**config.mk**
```make
export PLATFORM = sky130hd
export DESIGN_NAME = dat_div
export DESIGN_NICKNAME = d
export VERILOG_FILES = /design/src/rtl/dat_pkg.sv /design/src/rtl/dat_div.sv
export SDC_FILE = /design/constraint.sdc
export NUM_CORES = 1
export LEC_CHECK = 0
export ABC_CLOCK_PERIOD_IN_PS = 6600
export BUFFER_PORTS_ARGS = -buffer_cell sky130_fd_sc_hd__clkbuf_2
export CAP_MARGIN = 0
export CORE_MARGIN = 2
export CORE_UTILIZATION = 40
export DETAILED_ROUTE_END_ITERATION = 8
export PLACE_DENSITY = 0.66
export SYNTH_ARGS = -nofsm -noshare
export SYNTH_HDL_FRONTEND = slang
export SYNTH_SLANG_ARGS = --single-unit
```
**constraint.sdc**
```tcl
create_clock -name i_clk -period 6.6 [get_ports i_clk]
set_input_delay 1.32 -clock i_clk [delete_from_list [all_inputs] [get_ports i_clk]]
set_output_delay 1.32 -clock i_clk [all_outputs]
set_load 0.005 [all_outputs]
```
**src/rtl/dat_pkg.sv**
```systemverilog
// Package: shared widths, register indexes and divider handshake types.
package dat_pkg;

    localparam int BLK_W      = 32;
    localparam int CNT_W      = 16;
    localparam int HEAD_W     = 8;
    localparam int SPT_W      = 12;
    localparam int TRK_W      = 20;
    localparam int TIME_W     = 24;
    localparam int OUT_W      = 48;
    localparam int CFG_IDX_W  = 3;
    localparam int CFG_DATA_W = 32;

    // shared divider: left-aligned dividend, divisor up to one cylinder
    localparam int DIVD_W = 64;
    localparam int DVSR_W = 20;
    localparam int STEP_W = 7;

    localparam int MUL_A_W = 32;
    localparam int MUL_B_W = 24;
    localparam int PROD_W  = MUL_A_W + MUL_B_W;
    localparam int ACC_W   = 58;

    localparam int TRACK_BITS_DEF  = 20;
    localparam int SECTOR_BITS_DEF = 12;

    localparam logic [CFG_IDX_W-1:0] REG_TOTAL_BLOCKS = 3'd0;
    localparam logic [CFG_IDX_W-1:0] REG_HEAD_COUNT   = 3'd1;
    localparam logic [CFG_IDX_W-1:0] REG_SECTORS      = 3'd2;
    localparam logic [CFG_IDX_W-1:0] REG_TRACK_COUNT  = 3'd3;
    localparam logic [CFG_IDX_W-1:0] REG_AVG_SEEK     = 3'd4;
    localparam logic [CFG_IDX_W-1:0] REG_TRACK_SEEK   = 3'd5;
    localparam logic [CFG_IDX_W-1:0] REG_ROTATION     = 3'd6;

    typedef struct packed {
        logic              start;
        logic [STEP_W-1:0] steps;
        logic [DIVD_W-1:0] dividend;
        logic [DVSR_W-1:0] divisor;
    } t_div_req;

    typedef struct packed {
        logic              done;
        logic [DIVD_W-1:0] quot;
        logic [DVSR_W-1:0] rem;
    } t_div_rsp;

endpackage

```
**src/rtl/dat_div.sv**
```systemverilog
// Shared restoring divider, one quotient bit per cycle.
module dat_div import dat_pkg::*; (
    input  logic     i_clk,
    input  logic     i_rst_n,
    input  t_div_req i_req,
    output t_div_rsp o_rsp
);

    logic              r_busy;
    logic              r_done;
    logic [STEP_W-1:0] r_cnt;
    logic [DIVD_W-1:0] r_q;
    logic [DVSR_W-1:0] r_r;
    logic [DVSR_W-1:0] r_dvsr;

    logic [DVSR_W:0] trial;
    logic [DVSR_W:0] sub;
    logic            ge;

    assign trial = {r_r, r_q[DIVD_W-1]};
    assign ge    = trial >= {1'b0, r_dvsr};
    assign sub   = trial - {1'b0, r_dvsr};

    always_ff @(posedge i_clk) begin
        if (!i_rst_n) begin
            r_busy <= 1'b0;
            r_done <= 1'b0;
            r_cnt  <= '0;
        end else begin
            r_done <= 1'b0;
            if (i_req.start) begin
                r_busy <= 1'b1;
                r_cnt  <= i_req.steps;
            end else if (r_busy) begin
                r_cnt <= r_cnt - 1'b1;
                if (r_cnt == STEP_W'(1)) begin
                    r_busy <= 1'b0;
                    r_done <= 1'b1;
                end
            end
        end
    end

    // dividend arrives left-aligned, quotient bits fill from the bottom
    always_ff @(posedge i_clk) begin
        if (i_req.start) begin
            r_q    <= i_req.dividend;
            r_r    <= '0;
            r_dvsr <= i_req.divisor;
        end else if (r_busy) begin
            r_q <= {r_q[DIVD_W-2:0], ge};
            r_r <= ge ? sub[DVSR_W-1:0] : trial[DVSR_W-1:0];
        end
    end

    assign o_rsp.done = r_done;
    assign o_rsp.quot = r_q;
    assign o_rsp.rem  = r_r;

endmodule
```
==> flow_metrics.env <==
export IMPL_clk_pin_slew_ns=0.05
export IMPL_setup_violations=0
export IMPL_synth_area_leaders="edfxtp_1, mux2_2, dfxtp_1, ha_1, mux2i_1"
export IMPL_detail_route_wl_per_cell_um=16.8
export IMPL_final_net_count=762
export IMPL_synth_main_ff_cell="edfxtp_1"
export IMPL_crit_required_ns=6.93
export IMPL_grt_antenna_before_repair=0
export IMPL_postRouteAntennaNets=0
export IMPL_ys_warnings_count=0
export IMPL_drtIter0Drc=205
export IMPL_hp_class="reg2reg"
export IMPL_layout_commonest_cell="clkbuf_2"
export IMPL_setup_ws_ns=3.18
export IMPL_place_gp_congestion=0.835
export IMPL_grt_max_degree=65
export IMPL_start_kind="flip-flop"
export IMPL_cts_hold_buf=0
export IMPL_via_per_inst=5.14
export IMPL_seq_area_frac_synth_pct=54.6
export IMPL_synth_cell_types=55
export IMPL_skew_ns=0.0108
export IMPL_critPathMaxFanout=23
export IMPL_cts_tree="done"
export IMPL_wl_um=14100
export IMPL_critPathBufInv=1
export IMPL_yosysTopAreaCell="edfxtp_1"
export IMPL_crit_path_end="r_r[6]$_SDFFE_PP0P_"
export IMPL_die_x_um=123
export IMPL_worstMarginPinSlew_ns=0.877
export IMPL_critical_path_cell_chain="inv_1 -> ha_1 -> and2_4 -> a311oi_2 -> a21oi_1 -> o41a_1 -> a31o_1 -> o21ai_4 -> mux2_1 -> a211oi_1"
export IMPL_crit_arrival_ns=3.75
export IMPL_die_area_um2=15200
export IMPL_track_usage_pct=19.1
export IMPL_dp_slack_ns=3.24
export IMPL_avgSynthCellArea_um2=12.2
export IMPL_clk_latency_ns=0.42
export IMPL_hold_path_depth=2
export IMPL_fill_cells=1246
export IMPL_hold_viol=0
export IMPL_p_sw_mw=0.522
export IMPL_timing_max_cap_violations=0
export IMPL_numPortBuffers=178
export IMPL_vias=4310
export IMPL_final_max_slew_viol_count=0
export IMPL_power_internal_mw=1.62
export IMPL_power_leakage_nw=3.29
export IMPL_syn_cell_area_um2=5680
export IMPL_core_area_um2=13900
export IMPL_ir_drop_uv=180
export IMPL_synth_edf_count=84
export IMPL_synth_top_cell_area_share_pct=44.4
export IMPL_die_h_um=123
export IMPL_cts_buffers=17
export IMPL_fp_row_count=43
export IMPL_crit_cells=10
export IMPL_cpPeakStageDelay_ns=0.70
export IMPL_first_pass_iters=4
export IMPL_grt_pass1_wl_um=21900
export IMPL_crit_family="compound AO/OA/AOI/OAI gates"
export IMPL_overflow=0
export IMPL_status="finished, final reports clean"
export IMPL_ys_ff_latch=113
export IMPL_place_hpwl_um=10200
export IMPL_ios=179
export IMPL_period_share_pct=51.8
export IMPL_cts_sinks=113
export IMPL_post_cts_setup_buffers=0
export IMPL_syn_nets=581
export IMPL_reg2reg_to="r_r[6]$_SDFFE_PP0P_"
export IMPL_grt_pass1_vias=4327
export IMPL_maxSlewHeadroom_pct=41.3
export IMPL_regToRegStartpoint="r_dvsr[4]$_DFFE_PP_"
export IMPL_swShare_pct=24.4
export IMPL_cp_slowest_cell="o21ai_4"
export IMPL_htree_levels=4
export IMPL_endpoint_kind="flip-flop"
export IMPL_drc=0
export IMPL_crit_path_start="r_dvsr[4]$_DFFE_PP_"
export IMPL_seq_power_share_pct=41.1
export IMPL_fin_setup_tns_ns=0
export IMPL_r2r_setup_slack_ns=3.18
export IMPL_fin_crit_ns=3.42
export IMPL_clock_fmax_ghz=0.293
export IMPL_syn_inst=464
export IMPL_num_antenna_cells=0
export IMPL_clk_path_buf_depth=2
export IMPL_areaGrowthSynthToFinish_pct=29.4
export IMPL_synth_async_reset_ratio_pct=0
export IMPL_rsz0062_at_grt="false"
export IMPL_pwr_density_cell_nw_per_um2=291
export IMPL_path_class="reg2reg"
export IMPL_mostFrequentLayoutCells="clkbuf_2, edfxtp_1, mux2_2, nor2_1, dfxtp_1"
export IMPL_cts_resized=0
export IMPL_clkPwrFrac_pct=45.3
export IMPL_power_frac_comb_pct=13.7
export IMPL_r2r_cells=10
export IMPL_start_util_pct=40.9
export IMPL_final_layout_size_suffix_gt1_share_pct=42.6
export IMPL_cts_root_buf="clkbuf_16"
[how the worst min path moves through the flow]
stage | from | end | slack [ns]
floorplan | r_r[19]$_SDFFE_PP0P_ | r_r[19]$_SDFFE_PP0P_ | 0.46
global placement | r_r[3]$_SDFFE_PP0P_ | r_r[3]$_SDFFE_PP0P_ | 0.47
detailed placement | r_r[19]$_SDFFE_PP0P_ | r_r[19]$_SDFFE_PP0P_ | 0.47
CTS | r_r[19]$_SDFFE_PP0P_ | r_r[19]$_SDFFE_PP0P_ | 0.48
global route | r_r[3]$_SDFFE_PP0P_ | r_r[3]$_SDFFE_PP0P_ | 0.52
finish | r_r[19]$_SDFFE_PP0P_ | r_r[19]$_SDFFE_PP0P_ | 0.48
[power groups by stage]
stage               clock network, mW  registers, mW  logic (mW)
floorplan                           0          0.887       0.171
global placement                    0          0.892       0.286
detailed placement                  0          0.892       0.293
CTS                             0.986          0.879       0.295
global route                     1.01          0.887       0.325
finish                          0.969          0.878       0.292
[registers in the layout, summed over array words and instances (netlist names)]
signal / flops
r_dvsr: 20
r_q: 64
r_done: 1
r_busy: 1
r_cnt: 7
r_r: 20
[cells in the mapped netlist (2+ instances only)]
cell type  count
a211oi_1      13
a21oi_1       21
a22o_1         2
a31oi_1        3
a32oi_1        2
and3_1         7
buf_1          6
buf_4          2
clkbuf_1      11
dfxtp_1       29
edfxtp_1      84
ha_1          22
inv_1         29
mux2_2        63
mux2i_1       15
nand2_1       23
nand2b_1       5
nand3_1        4
nand4_1        3
nor2_1        30
nor2b_1        6
nor3_1         2
nor3b_1        2
nor4b_1        2
o211ai_1       2
o21a_1         4
o21ai_0       11
o21ai_1       10
o31a_1         2
o31ai_1        5
xnor2_1       13
xor2_1         8
[routing by layer]
layer / vias up / track usage (%) / wire length (um)
li1: 2093 / - / -
met1: 2048 / 22.6 / 5860
met2: 152 / 30.5 / 6680
met3: 17 / 8.44 / 1280
met4: 0 / 7.24 / 252
met5: - / 0 / 0
[cell type report]
| cell class | count | area (um^2) | share of cell area (%) |
|---|---|---|---|
| Timing Repair Buffer | 182 | 923 | 12.6 |
| Tap cell | 180 | 225 | 3.06 |
| Multi-Input combinational cell | 301 | 2370 | 32.3 |
| Inverter | 30 | 113 | 1.53 |
| Clock buffer | 19 | 433 | 5.89 |
| Sequential cell | 113 | 3100 | 42.2 |
| Clock inverter | 13 | 183 | 2.48 |
[worst min-delay path, stage by stage (launching register included)]
cell and delay (ns):
dfxtp_1 0.33, nand2_1 0.06, o21ai_1 0.05
[metrics by stage]
| step | cells | power, mW | cell area, um^2 | hold WS (ns) | util [%] |
|---|---|---|---|---|---|
| floorplan | 464 | 1.06 | 5680 | 0.465 | - |
| global placement | 806 | 1.18 | 6740 | 0.473 | 48.5 |
| detailed placement | 806 | 1.18 | 6740 | 0.473 | 48.5 |
| CTS | 838 | 2.16 | 7350 | 0.483 | 53.0 |
| global route | 838 | 2.22 | 7350 | 0.520 | 53.0 |
| finish | 838 | 2.14 | 7350 | 0.482 | 53.0 |
[cell families (layout without fill, tap and decap cells)]
group                    Yosys count  count (layout)  synth area share, %
AO/OA/AOI/OAI                     85              85                 9.93
adder cells (fa/ha/maj)           23              23                 5.20
flip-flops                       113             113                 54.6
XOR/XNOR                          21              21                 3.24
buffers and inverters             50             244                 3.63
multiplexers                      79              79                 15.3
AND/OR/NAND/NOR                   93              93                 8.06
(Power assumes the default switching activity.)
